===== config.mk =====
export PLATFORM = sky130hd
export DESIGN_NAME = utf8_break_unit_tokeniser_core
export DESIGN_NICKNAME = d
export VERILOG_FILES = /design/src/design/ubt_pkg.sv /design/src/design/utf8_break_unit_tokeniser_core.sv
export SDC_FILE = /design/constraint.sdc
export NUM_CORES = 1
export LEC_CHECK = 0
export BUFFER_PORTS_ARGS = -buffer_cell sky130_fd_sc_hd__buf_4
export CORE_UTILIZATION = 25
export CTS_CLUSTER_DIAMETER = 100
export CTS_CLUSTER_SIZE = 12
export DETAILED_ROUTE_END_ITERATION = 10
export GPL_TIMING_DRIVEN = 0
export PLACE_DENSITY_LB_ADDON = 0.12
export SLEW_MARGIN = 30
export SYNTH_ARGS = -nofsm -noshare
export SYNTH_HDL_FRONTEND = slang
export SYNTH_SLANG_ARGS = --single-unit

===== constraint.sdc =====
create_clock -name clk -period 6.1 [get_ports clk]
set_clock_uncertainty 0.05 [all_clocks]
set_input_delay 0.61 -clock clk [delete_from_list [all_inputs] [get_ports clk]]
set_output_delay 0.61 -clock clk [all_outputs]
set_load 0.02 [all_outputs]

===== src/design/ubt_pkg.sv =====
// Shared types, constants and classing functions for the UTF-8 break-unit tokeniser.
package ubt_pkg;

  // Codepoint classes as carried on char_class
  typedef enum logic [1:0] {
    CLASS_SPACE   = 2'd0,
    CLASS_NEWLINE = 2'd1,
    CLASS_CJK     = 2'd2,
    CLASS_WORD    = 2'd3
  } char_class_t;

  localparam int unsigned CP_W     = 21;
  localparam int unsigned COUNT_W  = 3;
  localparam int unsigned PEND_W   = 2;

  // Lead byte payload masks
  localparam logic [7:0] LEAD2_MASK = 8'h1F;
  localparam logic [7:0] LEAD3_MASK = 8'h0F;
  localparam logic [7:0] LEAD4_MASK = 8'h07;
  localparam logic [7:0] CONT_MASK  = 8'h3F;

  localparam logic [CP_W-1:0] CP_TAB     = 21'h00009;
  localparam logic [CP_W-1:0] CP_NEWLINE = 21'h0000A;
  localparam logic [CP_W-1:0] CP_SPACE   = 21'h00020;

  // CJK ranges, inclusive
  localparam logic [CP_W-1:0] CJK_A_LO = 21'h02E80;
  localparam logic [CP_W-1:0] CJK_A_HI = 21'h09FFF;
  localparam logic [CP_W-1:0] CJK_B_LO = 21'h0AC00;
  localparam logic [CP_W-1:0] CJK_B_HI = 21'h0D7AF;
  localparam logic [CP_W-1:0] CJK_C_LO = 21'h0F900;
  localparam logic [CP_W-1:0] CJK_C_HI = 21'h0FAFF;
  localparam logic [CP_W-1:0] CJK_D_LO = 21'h0FF00;
  localparam logic [CP_W-1:0] CJK_D_HI = 21'h0FFEF;
  localparam logic [CP_W-1:0] CJK_E_LO = 21'h20000;
  localparam logic [CP_W-1:0] CJK_E_HI = 21'h2FA1F;

  function automatic logic is_cjk(input logic [CP_W-1:0] cp);
    return (cp >= CJK_A_LO && cp <= CJK_A_HI) ||
           (cp >= CJK_B_LO && cp <= CJK_B_HI) ||
           (cp >= CJK_C_LO && cp <= CJK_C_HI) ||
           (cp >= CJK_D_LO && cp <= CJK_D_HI) ||
           (cp >= CJK_E_LO && cp <= CJK_E_HI);
  endfunction

  function automatic char_class_t class_of(input logic [CP_W-1:0] cp);
    char_class_t cls;
    if (cp == CP_SPACE || cp == CP_TAB) begin
      cls = CLASS_SPACE;
    end else if (cp == CP_NEWLINE) begin
      cls = CLASS_NEWLINE;
    end else if (is_cjk(cp)) begin
      cls = CLASS_CJK;
    end else begin
      cls = CLASS_WORD;
    end
    return cls;
  endfunction

endpackage


===== src/design/utf8_break_unit_tokeniser_core.sv =====
// UTF-8 break-unit tokeniser: lenient decoder, classer and break-unit marker.
//
// Takes one text byte per transfer and decodes lenient UTF-8: a lead byte
// (110xxxxx, 1110xxxx, 11110xxx) opens a 2, 3 or 4 byte sequence and the
// following bytes are absorbed as continuation bytes without checking, each
// adding its low six bits. Any other byte is a one-byte codepoint equal to
// itself. A lead byte or a mid-sequence byte gives no result; the byte that
// completes a sequence gives one. A byte flagged end_of_text always gives a
// result with text_done set, carrying the partial value and the true byte
// count if the sequence was cut short, and all decoder state plus the open
// word flag then return to zero so the next byte starts a fresh text.
// Each codepoint is classed as space/tab, newline, CJK or word character;
// begins_unit is set on every non-word codepoint and on the first word
// character of a run. Throughput is one byte per cycle unless the result
// channel stalls: the decode, class range compares and word tracking sit in
// one combinational pass from the input ports to a single result register,
// and a new byte is taken whenever that register is empty or being emptied
// in the same cycle. Results are registered. No clearing pass after reset.
module utf8_break_unit_tokeniser_core (
  input  logic        clk,
  input  logic        rst,
  // byte input channel
  input  logic        in_valid,
  output logic        in_ready,
  input  logic [7:0]  text_byte,
  input  logic        end_of_text,
  // codepoint result channel
  output logic        out_valid,
  input  logic        out_ready,
  output logic [20:0] codepoint,
  output logic [2:0]  byte_count,
  output logic [1:0]  char_class,
  output logic        begins_unit,
  output logic        text_done
);

  // decoder state
  logic [ubt_pkg::CP_W-1:0]    partial_value, partial_value_next;
  logic [ubt_pkg::PEND_W-1:0]  bytes_pending, bytes_pending_next;
  logic [ubt_pkg::COUNT_W-1:0] sequence_length, sequence_length_next;
  logic                        word_open, word_open_next;

  // result register
  logic                        out_valid_next;

  // per-byte decode
  logic                        in_fire;
  logic                        emit;
  logic [ubt_pkg::CP_W-1:0]    emit_cp;
  logic [ubt_pkg::COUNT_W-1:0] emit_count;
  ubt_pkg::char_class_t        emit_class;
  logic                        emit_begins;
  logic [ubt_pkg::CP_W-1:0]    cont_value;
  logic [ubt_pkg::PEND_W-1:0]  pend_dec;
  logic [ubt_pkg::CP_W-1:0]    lead_cp;
  logic [ubt_pkg::COUNT_W-1:0] lead_len;
  logic                        is_lead;

  // Result register is the skid: take a byte whenever it is free or draining.
  assign in_ready = !out_valid || out_ready;
  assign in_fire  = in_valid && in_ready;

  // Lead byte recognition
  always_comb begin
    is_lead  = 1'b1;
    lead_cp  = '0;
    lead_len = 3'd1;
    if (text_byte[7:5] == 3'b110) begin
      lead_cp  = {13'd0, text_byte & ubt_pkg::LEAD2_MASK};
      lead_len = 3'd2;
    end else if (text_byte[7:4] == 4'b1110) begin
      lead_cp  = {13'd0, text_byte & ubt_pkg::LEAD3_MASK};
      lead_len = 3'd3;
    end else if (text_byte[7:3] == 5'b11110) begin
      lead_cp  = {13'd0, text_byte & ubt_pkg::LEAD4_MASK};
      lead_len = 3'd4;
    end else begin
      is_lead  = 1'b0;
    end
  end

  // Continuation: shift in six bits, the top of the value falls off
  assign cont_value = {partial_value[ubt_pkg::CP_W-7:0], text_byte[5:0]};
  assign pend_dec   = bytes_pending - 2'd1;

  // Decoder step and result selection
  always_comb begin
    emit                 = 1'b0;
    emit_cp              = '0;
    emit_count           = 3'd1;
    partial_value_next   = partial_value;
    bytes_pending_next   = bytes_pending;
    sequence_length_next = sequence_length;
    if (bytes_pending == '0) begin
      if (!is_lead) begin
        // ASCII, stray continuation or invalid lead: one-byte codepoint
        emit    = 1'b1;
        emit_cp = {13'd0, text_byte};
      end else if (end_of_text) begin
        // lead byte cut off by end of text
        emit    = 1'b1;
        emit_cp = lead_cp;
      end else begin
        partial_value_next   = lead_cp;
        sequence_length_next = lead_len;
        bytes_pending_next   = ubt_pkg::PEND_W'(lead_len - 3'd1);
      end
    end else begin
      partial_value_next = cont_value;
      bytes_pending_next = pend_dec;
      if (pend_dec == '0 || end_of_text) begin
        emit       = 1'b1;
        emit_cp    = cont_value;
        emit_count = sequence_length - {1'b0, pend_dec};
      end
    end
    // any result returns the decoder to idle
    if (emit) begin
      partial_value_next   = '0;
      bytes_pending_next   = '0;
      sequence_length_next = '0;
    end
  end

  // Classing and word tracking
  always_comb begin
    emit_class     = ubt_pkg::class_of(emit_cp);
    emit_begins    = 1'b1;
    word_open_next = word_open;
    if (emit) begin
      if (emit_class == ubt_pkg::CLASS_WORD) begin
        emit_begins    = !word_open;
        word_open_next = 1'b1;
      end else begin
        word_open_next = 1'b0;
      end
      if (end_of_text) begin
        word_open_next = 1'b0;
      end
    end
  end

  always_comb begin
    if (in_fire && emit) begin
      out_valid_next = 1'b1;
    end else if (out_ready) begin
      out_valid_next = 1'b0;
    end else begin
      out_valid_next = out_valid;
    end
  end

  // control state
  always_ff @(posedge clk) begin
    if (rst) begin
      partial_value   <= '0;
      bytes_pending   <= '0;
      sequence_length <= '0;
      word_open       <= 1'b0;
      out_valid       <= 1'b0;
    end else begin
      out_valid <= out_valid_next;
      if (in_fire) begin
        partial_value   <= partial_value_next;
        bytes_pending   <= bytes_pending_next;
        sequence_length <= sequence_length_next;
        word_open       <= word_open_next;
      end
    end
  end

  // result payload, no reset needed
  always_ff @(posedge clk) begin
    if (in_fire && emit) begin
      codepoint   <= emit_cp;
      byte_count  <= emit_count;
      char_class  <= emit_class;
      begins_unit <= emit_begins;
      text_done   <= end_of_text;
    end
  end

`ifndef SYNTHESIS
  a_count_range: assert property (@(posedge clk) disable iff (rst)
    out_valid |-> (byte_count != 3'd0 && byte_count <= 3'd4))
    else $error("byte_count out of range");

  a_non_word_begins: assert property (@(posedge clk) disable iff (rst)
    (out_valid && char_class != ubt_pkg::CLASS_WORD) |-> begins_unit)
    else $error("non-word codepoint without begins_unit");

  a_end_clears: assert property (@(posedge clk) disable iff (rst)
    (in_fire && end_of_text) |=> (!word_open && bytes_pending == '0 && out_valid && text_done))
    else $error("end of text did not flush state");

  a_pending_bound: assert property (@(posedge clk) disable iff (rst)
    (bytes_pending != '0) |-> ({1'b0, bytes_pending} < sequence_length))
    else $error("pending bytes exceed sequence length");

  a_reset_empty: assert property (@(posedge clk)
    rst |=> !out_valid)
    else $error("result valid after reset");
`endif

endmodule

==> impl.org <==
** Floorplan
- Number of top-level design ports :: 43
- The region available for standard cell placement spans 0.00986 mm^2.
- Chip Width :: 103 um
- The floorplan step defined a die boundary enclosing 0.0107 mm^2.
- The floorplan step set the die height to 103 um.
- The floorplan has 36 rows.
- Effective utilization at floorplan :: 0.261

** Detailed routing
- Total length of routed wires :: 6.86 mm
- In the routed layout, each cell is associated on average with a via count of 4.90.
- After the first detailed-routing iteration, the DRC count stood at 103.
- After detailed routing, the average wire length per cell comes to 15.3 um.
- Before antenna repair, the detailed router went through 4 iterations.
- In the routed design, unresolved DRC markers number 0.
- The final route contains 2207 vias.
- The detail route stage leaves a number of antenna-violating nets equal to 0.

** Worst setup path
- Walking the worst path, the cells encountered are inv_1 -> ha_1 -> clkbuf_1 -> nand3_1 -> o311a_1 -> nor3_1 -> nand2_1 -> or4b_1 -> and3_1.
- For the worst setup path, the data required time is 6.12 ns.
- In this run the number of cells on the critical path is 9.
- Type of the setup path with the least slack :: reg -> reg
- The slowest stage of the critical path is the sky130_fd_sc_hd__o311a_1 cell.
- Maximum cell stage delay along the critical path :: 0.50 ns
- The worst setup path is captured at a flop.
- Of all nets on the critical path, the largest fanout is 10.
- The number of cells on the worst reg-to-reg path is 9.
- Dominant delay contributor by cell family on the critical path :: simple AND/OR/NAND/NOR gates
- The number of buffers and inverters on the critical path is 2.
- Worst path arrival time :: 3.08 ns
- STA classifies the critical path startpoint as a flop.

** Timing
- At the pin with the least slew margin, the transition time is 0.781 ns.
- The smallest clock period supported by the final layout is computed as 3.06 ns.
- Of the available clock period, the critical path in the final layout requires 0.502.
- For the final routed database, the setup TNS stands at 0 ns.
- Worst slew margin relative to its limit :: 0.478
- Setup violations remaining at the end of the flow were counted as 0.
- Setup repair after global routing left no endpoint under its margin.
- Max Clk Rate :: 327 MHz
- Max-slew violation count :: 0
- Final hold violation count :: 0
- Worst Slack Setup Final :: 3.04 ns

** Synth
- Counting distinct cell types in the post-synthesis netlist gives 50.
- By area, the combinational part of the netlist is dominated by simple AND/OR/NAND/NOR gates.
- Share of the synthesized netlist area taken by xor and xnor gates :: 0.0102
- Of the total synthesized cell area, the portion taken by AND, OR, NAND and NOR gates is 0.261.
- Measured against the total synthesized area, the mux share comes to 0.
- Post-synth top flop :: sky130_fd_sc_hd__edfxtp_1
- Synthesis produced a netlist whose cell count is 268.
- Syn avg cell area :: 9.59 um^2
- Area fraction of the dominant cell type after synthesis :: 0.327
- Leading post-synthesis cells by cell area :: sky130_fd_sc_hd__edfxtp_1 (33%), sky130_fd_sc_hd__dfxtp_1 (17%), sky130_fd_sc_hd__and2_1 (4.6%)
- During synthesis, Yosys emitted a total of 0 warnings.
- Post-synth EDFFs :: 28
- The mapped netlist covers 0.00257 mm^2.
- The synthesized design contains 50 register bits.
- Adder-cell share of the synthesized area :: 0.0224
- Share of synthesized area occupied by flip-flops and latches :: 0.499
- Compound-cell area share of the yosys netlist :: 0.164
- Dominant cell type by area after synthesis :: sky130_fd_sc_hd__edfxtp_1
- Fraction of registers with async set/reset :: 0
- Syn_nets :: 285

** Worst hold path
- Class of the worst hold path :: reg -> reg
- Cell depth of the worst min-delay path :: 2

** Global routing
- The number of antenna violations at the first check in global routing came to 0.
- Global-route wire length before repair :: 11.4 mm
- Global-route usage over all layers :: 0.142
- Number of global-route vias before repair :: 2135
- Overflow after GRT :: 0
- Entering global routing, the biggest net connects 29 pins.

** CTS
- CTS buffer count :: 5
- Total number of H-tree levels :: 2
- Number of gates given a new drive strength after cts :: 0
- TritonCTS clock tree :: yes
- No sink is reached through more buffers than the 2 on the longest clock path.
- Hold buffer count at CTS :: 0
- Buffers added to address setup during post-CTS repair amount to 0.
- The tree is rooted in a sky130_fd_sc_hd__clkbuf_8.
- Reg clk slew, reported paths :: 0.10 ns
- At the later pin of the worst-skew pair, clock insertion delay measures 0.31 ns.
- Clock net sink count :: 50

** Pwr
- Power Dens Cells :: 215 mW/mm^2
- Leakage component of the power :: 1.15 nW
- IR analysis of the VDD net gives a maximum drop of 0.0923 mV.

** Cells and area
- Layout filler cell count :: 1056
- Total inserted antenna cells :: 0
- Area overhead of the layout relative to synthesis :: 22.6%
- In the final layout, the share of cells above drive strength 1 is 0.186.
- The final layout contains 333 nets.

** Placement
- Final GP Congestion :: 0.820
- Prior to clock tree synthesis, the placed netlist has a worst setup slack of 2.92 ns.
- Quantity of I/O buffers inserted on ports :: 41
- Detailed placer's ending HPWL :: 4.98 mm

** Flow run
- Maximum capacitance violations :: 0

** Outcome
- The run finished with clean final reports.
-- kinds of logic after synthesis --
| group | count (synthesis) |
|---|---|
| AO/OA/AOI/OAI | 59 |
| buffers and inverters | 28 |
| XOR/XNOR | 3 |
| adder cells (fa/ha/maj) | 4 |
| AND/OR/NAND/NOR | 124 |
| flip-flops | 50 |
-- through the flow --
step	std cells	total power [mW]	instance area, um^2	utilization	hold WS [ns]
4_1_cts	450	0.691	3150	0.319	0.410
6_report	450	0.677	3150	0.319	0.406
2_1_floorplan	268	0.425	2570	-	0.380
5_1_grt	450	0.713	3150	0.319	0.412
3_5_place_dp	442	0.461	3040	0.309	0.396
3_3_place_gp	442	0.462	3040	0.309	0.393
-- flip-flops by register name, summed over array words and instances (netlist names) --
name and cells:
text_done 1, codepoint 21, char_class 2, byte_count 3, begins_unit 1, word_open 1
sequence_length 3, bytes_pending 2, partial_value 15, out_valid 1
-- report_power, final --
part           leakage, nW  internal [mW]  switching [mW]
Sequential           0.446          0.369         0.00400
Combinational        0.649         0.0287          0.0516
Clock               0.0572          0.106           0.118
Total                 1.15          0.504           0.174
-- cells in the final DEF, fill, tap and decap left out, drive strengths merged, types with 2 or more instances in the layout --
master,n
or4b,3
nand2,25
nor2,24
or3,2
a22oi,12
nand3,10
nor3,12
nand2b,2
buf,43
edfxtp,28
a21o,2
ha,3
and2,19
o2111ai,5
o22ai,2
a31oi,2
a21oi,13
o21ai,6
o211ai,2
clkbuf,23
a21boi,2
or2,2
nor2b,5
xor2,2
nor4b,3
nand4,7
dfxtp,22
and3,5
inv,11
o311ai,3
a32o,2
-- worst min-delay path: stages (launching register included) --
cell and delay (ns):
sky130_fd_sc_hd__dfxtp_1 0.32, sky130_fd_sc_hd__nand2_1 0.05, sky130_fd_sc_hd__a21oi_1 0.05
-- path summary, 6_finish.rpt --
kind	from	to	slack, ns
worst min register to register	bytes_pending[1]	bytes_pending[1]	0.41
worst max-delay path	bytes_pending[0]	char_class[0]	3.04
worst min-delay path	bytes_pending[1]	bytes_pending[1]	0.41
worst max register to register	bytes_pending[0]	char_class[0]	3.04
-- synth_stat cells (4+ instances only) --
cell type,count
sky130_fd_sc_hd__nor2_1,24
sky130_fd_sc_hd__and2_1,19
sky130_fd_sc_hd__a22oi_1,12
sky130_fd_sc_hd__nand3_1,10
sky130_fd_sc_hd__and3_1,4
sky130_fd_sc_hd__a21oi_1,13
sky130_fd_sc_hd__inv_1,9
sky130_fd_sc_hd__edfxtp_1,28
sky130_fd_sc_hd__nor3_1,11
sky130_fd_sc_hd__o21ai_0,6
sky130_fd_sc_hd__o2111ai_1,5
sky130_fd_sc_hd__nand4_1,7
sky130_fd_sc_hd__clkbuf_1,17
sky130_fd_sc_hd__nor2b_1,5
sky130_fd_sc_hd__dfxtp_1,22
sky130_fd_sc_hd__nand2_1,25
-- metal layers --
| layer | GRT usage | share of wire | vias up |
|---|---|---|---|
| li1 | - | - | 1085 |
| met1 | 0.193 | 0.48 | 1053 |
| met2 | 0.230 | 0.47 | 63 |
| met3 | 0.0215 | 0.037 | 6 |
| met4 | 0.0488 | 0.011 | 0 |
| met5 | 0 | 0 | - |
-- area by class of cell --
class | count | area [um^2] | area share
Tap cell | 133 | 166 | 0.0528
Multi-Input combinational cell | 190 | 1180 | 0.373
Sequential cell | 50 | 1280 | 0.407
Timing Repair Buffer | 41 | 308 | 0.0977
Inverter | 9 | 33.8 | 0.0107
Buffer | 19 | 78.8 | 0.0250
Clock inverter | 2 | 12.5 | 0.00397
Clock buffer | 6 | 93.8 | 0.0298
No activity file was read; power rests on OpenSTA's default activity.
